==> src/hw/rtl/b40_pkg.sv <==
package b40_pkg;

  localparam int ADDR_W      = 48;
  localparam int STATUS_W    = 3;
  localparam int CHAR_W      = 7;
  localparam int POS_W       = 4;
  localparam int RADIX       = 40;
  localparam int DIGIT_W     = 6;
  localparam int CONV_DIGITS = 9;
  localparam int NUM_CHARS   = 9;
  localparam int CHAR_COUNT  = (NUM_CHARS < 1) ? 1 : ((NUM_CHARS > 9) ? 9 : NUM_CHARS);

  // binary to base-40 conversion consumes this many address bits per cycle; the last chunk waits for room in the queue
  localparam int CHUNK_W     = 6;
  localparam int STEPS       = ADDR_W / CHUNK_W;
  localparam int STEP_CNT_W  = $clog2(STEPS);

  localparam int QDEPTH      = 2;
  localparam int QPTR_W      = $clog2(QDEPTH);
  localparam int QCNT_W      = $clog2(QDEPTH + 1);

  localparam logic [ADDR_W-1:0] ADDR_ALL_ONES     = 48'hFFFF_FFFF_FFFF;
  localparam logic [ADDR_W-1:0] ADDR_RESERVED_LOW = 48'hEE6B_2800_0000;

  typedef enum logic [STATUS_W-1:0] {
    ST_CHAR      = 3'd0,
    ST_BROADCAST = 3'd1,
    ST_UNKNOWN   = 3'd2,
    ST_RES_ZERO  = 3'd3,
    ST_RES_HIGH  = 3'd4
  } status_t;

  typedef enum logic {
    FE_IDLE,
    FE_CONV
  } fe_state_t;

  typedef logic [DIGIT_W-1:0] digit_t;
  typedef digit_t [CONV_DIGITS-1:0] digits_t;

  typedef struct packed {
    logic [ADDR_W-1:0] address;
    logic              kind;
  } in_t;

  typedef struct packed {
    status_t           status;
    logic [CHAR_W-1:0] character;
    logic [POS_W-1:0]  position;
    logic              last;
  } out_t;

  // one classified address waiting for the back end
  typedef struct packed {
    status_t status;
    digits_t digits;
  } qent_t;

  localparam logic [CHAR_W-1:0] ALPHABET [RADIX] = '{
    7'h20, 7'h41, 7'h42, 7'h43, 7'h44, 7'h45, 7'h46, 7'h47, 7'h48, 7'h49,
    7'h4A, 7'h4B, 7'h4C, 7'h4D, 7'h4E, 7'h4F, 7'h50, 7'h51, 7'h52, 7'h53,
    7'h54, 7'h55, 7'h56, 7'h57, 7'h58, 7'h59, 7'h5A, 7'h30, 7'h31, 7'h32,
    7'h33, 7'h34, 7'h35, 7'h36, 7'h37, 7'h38, 7'h39, 7'h2D, 7'h2F, 7'h2E
  };

  function automatic logic [CHAR_W-1:0] char_of(digit_t d);
    logic [CHAR_W-1:0] ch;
    ch = '0;
    if (d < DIGIT_W'(RADIX)) begin
      ch = ALPHABET[d];
    end
    return ch;
  endfunction

  // double the base-40 number and add one bit; each digit's carry depends on
  // its own value only, so the digits update side by side
  function automatic digits_t conv_bit(digits_t d, logic b);
    digits_t              r;
    logic [CONV_DIGITS:0] c;
    c[0] = b;
    for (int i = 0; i < CONV_DIGITS; i++) begin
      c[i+1] = (d[i] >= DIGIT_W'(RADIX / 2));
      if (c[i+1]) begin
        r[i] = DIGIT_W'({1'b0, d[i], c[i]} - (DIGIT_W + 2)'(RADIX));
      end else begin
        r[i] = DIGIT_W'({d[i], c[i]});
      end
    end
    return r;
  endfunction

  function automatic digits_t conv_chunk(digits_t d, logic [CHUNK_W-1:0] c);
    digits_t r;
    r = d;
    for (int j = CHUNK_W - 1; j >= 0; j--) begin
      r = conv_bit(r, c[j]);
    end
    return r;
  endfunction

endpackage

==> src/hw/rtl/base40_callsign_decoder.sv <==
// Base-40 station address decoder.
//
// Input channel (in_valid / in_stall / in_data): one transaction carries a
// 48-bit encoded address and a kind bit (0 destination, 1 source).
// Output channel (out_valid / out_stall / out_data): a valid address gives
// nine character transactions, least significant digit first, position 0 to
// 8, last set on the ninth. All ones (broadcast or unknown source), zero and
// values at or above 40^9 give a single status transaction with last set.
// Timing: a status result reaches the output through the queue and the output
// register; a valid address is first turned from binary into base 40 six
// address bits per cycle, the last chunk waiting for room in the queue. The
// front end takes special addresses every cycle while the queue has room and
// no new address while it converts one; the back end emits one result per
// cycle while the output is not stalled, so valid addresses are paced by the
// character output. A two-entry queue separates the two halves, so a stall on
// the output only backs up the input once the queue is full.
// Reset (synchronous, rst_n low) empties the queue and drops any transaction
// in progress; no clearing pass is needed.
module base40_callsign_decoder (
  input  logic          clk,
  input  logic          rst_n,
  input  logic          in_valid,
  output logic          in_stall,
  input  b40_pkg::in_t  in_data,
  output logic          out_valid,
  input  logic          out_stall,
  output b40_pkg::out_t out_data
);
  import b40_pkg::*;

  qent_t q_wdata;
  qent_t q_rdata;
  logic  q_push;
  logic  q_pop;
  logic  q_full;
  logic  q_empty;

  // classify and convert
  b40_front u_front (
    .clk      (clk),
    .rst_n    (rst_n),
    .in_valid (in_valid),
    .in_stall (in_stall),
    .in_data  (in_data),
    .q_push   (q_push),
    .q_wdata  (q_wdata),
    .q_full   (q_full)
  );

  // hold classified addresses while the back end drains
  b40_queue u_queue (
    .clk   (clk),
    .rst_n (rst_n),
    .push  (q_push),
    .wdata (q_wdata),
    .pop   (q_pop),
    .rdata (q_rdata),
    .full  (q_full),
    .empty (q_empty)
  );

  // emit one character or status result per cycle while the output is not stalled
  b40_back u_back (
    .clk       (clk),
    .rst_n     (rst_n),
    .q_rdata   (q_rdata),
    .q_empty   (q_empty),
    .q_pop     (q_pop),
    .out_valid (out_valid),
    .out_stall (out_stall),
    .out_data  (out_data)
  );

endmodule

==> src/hw/rtl/b40_queue.sv <==
module b40_queue (
  input  logic           clk,
  input  logic           rst_n,
  input  logic           push,
  input  b40_pkg::qent_t wdata,
  input  logic           pop,
  output b40_pkg::qent_t rdata,
  output logic           full,
  output logic           empty
);
  import b40_pkg::*;

  qent_t              mem_r [QDEPTH];
  logic [QPTR_W-1:0]  wr_ptr_r, wr_ptr_nxt;
  logic [QPTR_W-1:0]  rd_ptr_r, rd_ptr_nxt;
  logic [QCNT_W-1:0]  count_r, count_nxt;
  logic               do_push, do_pop;

  assign full    = (count_r == QCNT_W'(QDEPTH));
  assign empty   = (count_r == '0);
  assign rdata   = mem_r[rd_ptr_r];
  assign do_push = push & ~full;
  assign do_pop  = pop & ~empty;

  always_comb begin
    wr_ptr_nxt = wr_ptr_r;
    rd_ptr_nxt = rd_ptr_r;
    count_nxt  = count_r;
    if (do_push) begin
      wr_ptr_nxt = (wr_ptr_r == QPTR_W'(QDEPTH - 1)) ? '0 : wr_ptr_r + 1'b1;
    end
    if (do_pop) begin
      rd_ptr_nxt = (rd_ptr_r == QPTR_W'(QDEPTH - 1)) ? '0 : rd_ptr_r + 1'b1;
    end
    case ({do_push, do_pop})
      2'b10:   count_nxt = count_r + 1'b1;
      2'b01:   count_nxt = count_r - 1'b1;
      default: count_nxt = count_r;
    endcase
  end

  always_ff @(posedge clk) begin
    if (!rst_n) begin
      wr_ptr_r <= '0;
      rd_ptr_r <= '0;
      count_r  <= '0;
    end else begin
      wr_ptr_r <= wr_ptr_nxt;
      rd_ptr_r <= rd_ptr_nxt;
      count_r  <= count_nxt;
    end
  end

  always_ff @(posedge clk) begin
    if (do_push) begin
      mem_r[wr_ptr_r] <= wdata;
    end
  end

endmodule

==> src/hw/rtl/b40_front.sv <==
module b40_front (
  input  logic           clk,
  input  logic           rst_n,
  input  logic           in_valid,
  output logic           in_stall,
  input  b40_pkg::in_t   in_data,
  output logic           q_push,
  output b40_pkg::qent_t q_wdata,
  input  logic           q_full
);
  import b40_pkg::*;

  fe_state_t               state_r, state_nxt;
  logic [STEP_CNT_W-1:0]   cnt_r, cnt_nxt;
  digits_t                 dig_r, dig_nxt;
  logic [ADDR_W-1:0]       bits_r, bits_nxt;
  logic                    accept;
  logic                    is_ones, is_zero, is_high;
  logic                    final_step;
  digits_t                 stepped;

  assign in_stall   = (state_r != FE_IDLE) | q_full;
  assign accept     = in_valid & ~in_stall;
  assign is_ones    = (in_data.address == ADDR_ALL_ONES);
  assign is_zero    = (in_data.address == '0);
  assign is_high    = (in_data.address >= ADDR_RESERVED_LOW);
  assign final_step = (cnt_r == STEP_CNT_W'(STEPS - 1));
  assign stepped    = conv_chunk(dig_r, bits_r[ADDR_W-1 -: CHUNK_W]);

  // next state
  always_comb begin
    state_nxt = state_r;
    case (state_r)
      FE_IDLE: begin
        if (accept && !is_ones && !is_zero && !is_high) begin
          state_nxt = FE_CONV;
        end
      end
      FE_CONV: begin
        if (final_step && !q_full) begin
          state_nxt = FE_IDLE;
        end
      end
      default: state_nxt = FE_IDLE;
    endcase
  end

  // datapath and queue write
  always_comb begin
    cnt_nxt        = cnt_r;
    dig_nxt        = dig_r;
    bits_nxt       = bits_r;
    q_push         = 1'b0;
    q_wdata.status = ST_CHAR;
    q_wdata.digits = stepped;
    case (state_r)
      FE_IDLE: begin
        if (accept) begin
          if (is_ones) begin
            q_push         = 1'b1;
            q_wdata.status = in_data.kind ? ST_UNKNOWN : ST_BROADCAST;
            q_wdata.digits = '0;
          end else if (is_zero) begin
            q_push         = 1'b1;
            q_wdata.status = ST_RES_ZERO;
            q_wdata.digits = '0;
          end else if (is_high) begin
            q_push         = 1'b1;
            q_wdata.status = ST_RES_HIGH;
            q_wdata.digits = '0;
          end else begin
            dig_nxt  = conv_chunk('0, in_data.address[ADDR_W-1 -: CHUNK_W]);
            bits_nxt = in_data.address << CHUNK_W;
            cnt_nxt  = STEP_CNT_W'(1);
          end
        end
      end
      FE_CONV: begin
        if (!final_step) begin
          dig_nxt  = stepped;
          bits_nxt = bits_r << CHUNK_W;
          cnt_nxt  = cnt_r + 1'b1;
        end else if (!q_full) begin
          q_push = 1'b1;
        end
      end
      default: ;
    endcase
  end

  always_ff @(posedge clk) begin
    if (!rst_n) begin
      state_r <= FE_IDLE;
      cnt_r   <= '0;
    end else begin
      state_r <= state_nxt;
      cnt_r   <= cnt_nxt;
    end
  end

  always_ff @(posedge clk) begin
    dig_r  <= dig_nxt;
    bits_r <= bits_nxt;
  end

endmodule

==> src/hw/rtl/b40_back.sv <==
module b40_back (
  input  logic           clk,
  input  logic           rst_n,
  input  b40_pkg::qent_t q_rdata,
  input  logic           q_empty,
  output logic           q_pop,
  output logic           out_valid,
  input  logic           out_stall,
  output b40_pkg::out_t  out_data
);
  import b40_pkg::*;

  qent_t             cur_r, cur_nxt;
  logic              active_r, active_nxt;
  logic [POS_W-1:0]  pos_r, pos_nxt;
  logic              out_valid_r, out_valid_nxt;
  out_t              out_data_r, out_data_nxt;
  qent_t             src;
  logic [POS_W-1:0]  pos;
  logic              advance;
  logic              is_last;

  assign src     = active_r ? cur_r : q_rdata;
  assign pos     = active_r ? pos_r : '0;
  assign advance = (~out_valid_r | ~out_stall) & (active_r | ~q_empty);
  assign q_pop   = advance & ~active_r;
  assign is_last = (src.status != ST_CHAR) || (pos == POS_W'(CHAR_COUNT - 1));

  always_comb begin
    cur_nxt       = cur_r;
    active_nxt    = active_r;
    pos_nxt       = pos_r;
    out_data_nxt  = out_data_r;
    out_valid_nxt = out_valid_r & out_stall;
    if (advance) begin
      out_valid_nxt          = 1'b1;
      out_data_nxt.status    = src.status;
      out_data_nxt.character = (src.status == ST_CHAR) ? char_of(src.digits[0]) : '0;
      out_data_nxt.position  = pos;
      out_data_nxt.last      = is_last;
      active_nxt             = ~is_last;
      pos_nxt                = pos + 1'b1;
      cur_nxt.status         = src.status;
      cur_nxt.digits         = digits_t'(src.digits >> DIGIT_W);
    end
  end

  always_ff @(posedge clk) begin
    if (!rst_n) begin
      active_r    <= 1'b0;
      pos_r       <= '0;
      out_valid_r <= 1'b0;
    end else begin
      active_r    <= active_nxt;
      pos_r       <= pos_nxt;
      out_valid_r <= out_valid_nxt;
    end
  end

  always_ff @(posedge clk) begin
    cur_r      <= cur_nxt;
    out_data_r <= out_data_nxt;
  end

  assign out_valid = out_valid_r;
  assign out_data  = out_data_r;

endmodule

==> config.mk <==
export PLATFORM = sky130hd
export DESIGN_NAME = base40_callsign_decoder
export DESIGN_NICKNAME = d
export VERILOG_FILES = /design/src/hw/rtl/b40_pkg.sv /design/src/hw/rtl/base40_callsign_decoder.sv /design/src/hw/rtl/b40_queue.sv /design/src/hw/rtl/b40_front.sv /design/src/hw/rtl/b40_back.sv
export SDC_FILE = /design/constraint.sdc
export NUM_CORES = 1
export LEC_CHECK = 0
export ABC_AREA = 1
export BUFFER_PORTS_ARGS = -buffer_cell sky130_fd_sc_hd__buf_4
export CAP_MARGIN = 15
export CORE_MARGIN = 2
export CORE_UTILIZATION = 54
export DETAILED_ROUTE_END_ITERATION = 16
export PLACE_DENSITY = 0.7
export SYNTH_ARGS = -nofsm -noshare
export SYNTH_HDL_FRONTEND = slang
export SYNTH_SLANG_ARGS = --single-unit
==> constraint.sdc <==
create_clock -name clk -period 6.9 [get_ports clk]
set_input_delay 1.725 -clock clk [delete_from_list [all_inputs] [get_ports clk]]
set_output_delay 1.725 -clock clk [all_outputs]
set_load 0.05 [all_outputs]
==> results.md <==
* Chip width at 184 um
* # clock sinks at 288
* Port Buffers at 69
* Worst-Margin Slew at 997 ps
* TritonCTS Buffers at 29
* WP data arrival at 6280 ps
* Final WL at 37.8 mm
* Initial core utilization at a little under three fifths
* CP Buf/Inv Count at 8
* Crit path from: u_front.dig_r[38]
* Top cell type's share of synthesized area at between 40% and 50%
* Worst Path Required at slightly above 7000 ps
* Cells on worst reg2reg path at 44
* Area of the core at 0.0317 mm2
* Vias in the first global route at roughly 13000
* RR Startpoint: u_front.dig_r[38]
* Diodes inserted at 0
* Mapped cell area at approximately 0.017 mm2
* Synthesized instance count at 2013
* Worst Hold Class: flop to flop
* Final min period at about 6000 ps
* Post-DP HPWL at about 26 mm
* Synth warnings at 0
* FF-to-FF End: u_queue.mem_r[0][40]
* Vias per inst at 5.42
* Largest area contributor in the netlist: edfxtp_1
* Setup Buffers After CTS at 0
* Final period util at 87.2%
* Dominant synthesized flop cell: edfxtp_1
* TritonCTS clock tree: done
* CP max FO at 7
* Gr usage total at 22.6%
* Reg clk slew, reported paths at ~60 ps
* 1st-pass router iterations at 5
* H-tree levels at 1
* Synth top area cells: edfxtp_1, nand2_1, ha_1
* Post-route core utilization at 60.8%
* R2r setup slk at 880 ps
* Most Frequent Cell on Critical Path: nand2_1
* Count leader, synth: nand2_1
* Top cells by count, synth: nand2_1, edfxtp_1, inv_1
* RSZ-0062 raised after global routing: no
* Congestion Overflow GR at 0
* Total of max-cap violations at 0
* Worst Hold Depth at 1
* Die height at 184 um
* Cts hold-fix bufs at 0
* Root Buffer: clkbuf_16
* Post-CTS Resized at 0
* Final Skew at around 16 ps
* Final net count at 2232
* Die area at 0.0338 mm2
* Final Hold Vio Count at 0
* Sequential share of the synthesized area at roughly 49%
* Hold_sp: u_queue.rd_ptr_r
* IO Pins at 70
* Initial DRC Count at 1018
* Slowest stage delay, CP at 420 ps
* WS Path Type: flop to flop
* Startpoint Class: flop
* Routability cong. at 0.875
* Setup violations, final at 0
* Yosys cell types at 52
* Slowest-stage cell, CP: edfxtp_1
* Slew Limit Headroom at ~33%
* # DRC at 0
* Number of flops mapped to enable cells by yosys at 273
* FF+latch count, synth at 288
* Clk buf depth at 3
* Cell family with most CP delay: simple AND/OR/NAND/NOR gates
* F_max at 166 MHz
* Clk Latency, worst-skew pair at about 560 ps
* Layout cells sized above 1 at 15.3%
* Drt wl/cell at 15.1 um
* Outcome: complete, no violations
* Synth Net Count at 2167
* Via count at between 10000 and 15000
* Slew Limit Fails at 0
* Setup TNS at 0 ps
* First-pass GRT wire length at between 60 and 70 mm
* Mapped Avg Cell Area at 8.67 um2
* Async S/R FF share, synth at 0%
* Initial antenna violation count at 1
* Final ANT Viol Nets at 0
* Area delta synth->final at 10.4%
* CP Capture Type: flop
* Cell Rows at 65
* Pin count of the biggest net entering global routing at between 60 and 70
sequential cells by signal, indices dropped and copies added, names as in the netlist, named ones only:
signal and cells:
u_back.active_r 1, u_back.cur_r 51, u_back.out_data 12, u_back.out_valid 1, u_back.pos_r 4, u_front.bits_r 42, u_front.cnt_r 3, u_front.dig_r 54
u_front.state_r 1, u_queue.count_r 2, u_queue.mem_r 114, u_queue.rd_ptr_r 1, u_queue.wr_ptr_r 1
how the worst max path moves through the flow:
stage / endpoint / slack [ps] / cells after the start
6_report: u_queue.mem_r[0][40] / 880 / 44
5_1_grt: u_queue.mem_r[0][40] / 180 / 44
3_3_place_gp: u_queue.mem_r[0][39] / 1220 / 44
2_1_floorplan: u_queue.mem_r[1][0] / 990 / 9
3_5_place_dp: u_queue.mem_r[0][40] / 970 / 44
4_1_cts: u_queue.mem_r[0][40] / 920 / 44
kinds of logic after synthesis:
family                   synth area share [%]
AND/OR/NAND/NOR                          27.4
buffers and inverters                    7.62
flip-flops                               48.7
AO/OA/AOI/OAI                            8.13
adder cells (fa/ha/maj)                  7.24
XOR/XNOR                                0.939
per-layer routing:
metal | wire length, um | vias to the layer above | global-route usage, %
li1 | - | 6767 | -
met1 | 17200 | 6350 | 31.8
met2 | 17600 | 383 | 38.2
met3 | 2270 | 58 | 2.20
met4 | 709 | 0 | 4.83
met5 | 0 | - | 0
placed cells by master (no fill, tap or decap), types with 2 or more instances in the layout:
cell,n
o21ai_2,6
nor3_1,19
nor2_2,7
clkbuf_16,29
edfxtp_1,273
xor2_1,15
dfxtp_2,2
nand4_1,19
a31oi_1,2
dfxtp_1,13
a21oi_1,124
clkinv_2,11
nand2_2,87
nand3b_1,13
nor2_4,4
nand3_4,3
nand3_2,16
o21ai_0,82
a21oi_2,6
buf_4,82
nand2_1,426
nand4_2,3
nand3_1,119
xor2_2,2
ha_1,101
inv_2,20
inv_1,254
nand3b_2,2
clkbuf_1,4
o21ai_1,21
or2_0,2
clkinv_1,10
o211ai_1,9
nor4_1,15
nand2_4,27
nor2_1,245
bufinv_16,4
or2_2,6
area by class of cell:
type	instances	area [um2]
Inverter	283	1070
Clock inverter	18	199
Multi-Input combinational cell	1394	7650
Timing Repair Buffer	82	616
Tap cell	402	503
Sequential cell	288	8500
Fill cell	2730	12400
Clock buffer	33	741
through the flow:
step                      hold slack [ps]  area [um2]  setup slack, ps  cells
after floorplan                       425       17500              994   2013
after global placement                426       18300             1220   2449
after detailed placement              442       18300              973   2449
after CTS                             450       19300              916   2500
after global routing                  461       19300              183   2500
final                                 448       19300              883   2500
Power is left out: the tool's default activity adds up to more than one toggle a clock period on the data nets, which glitch-free logic cannot reach.
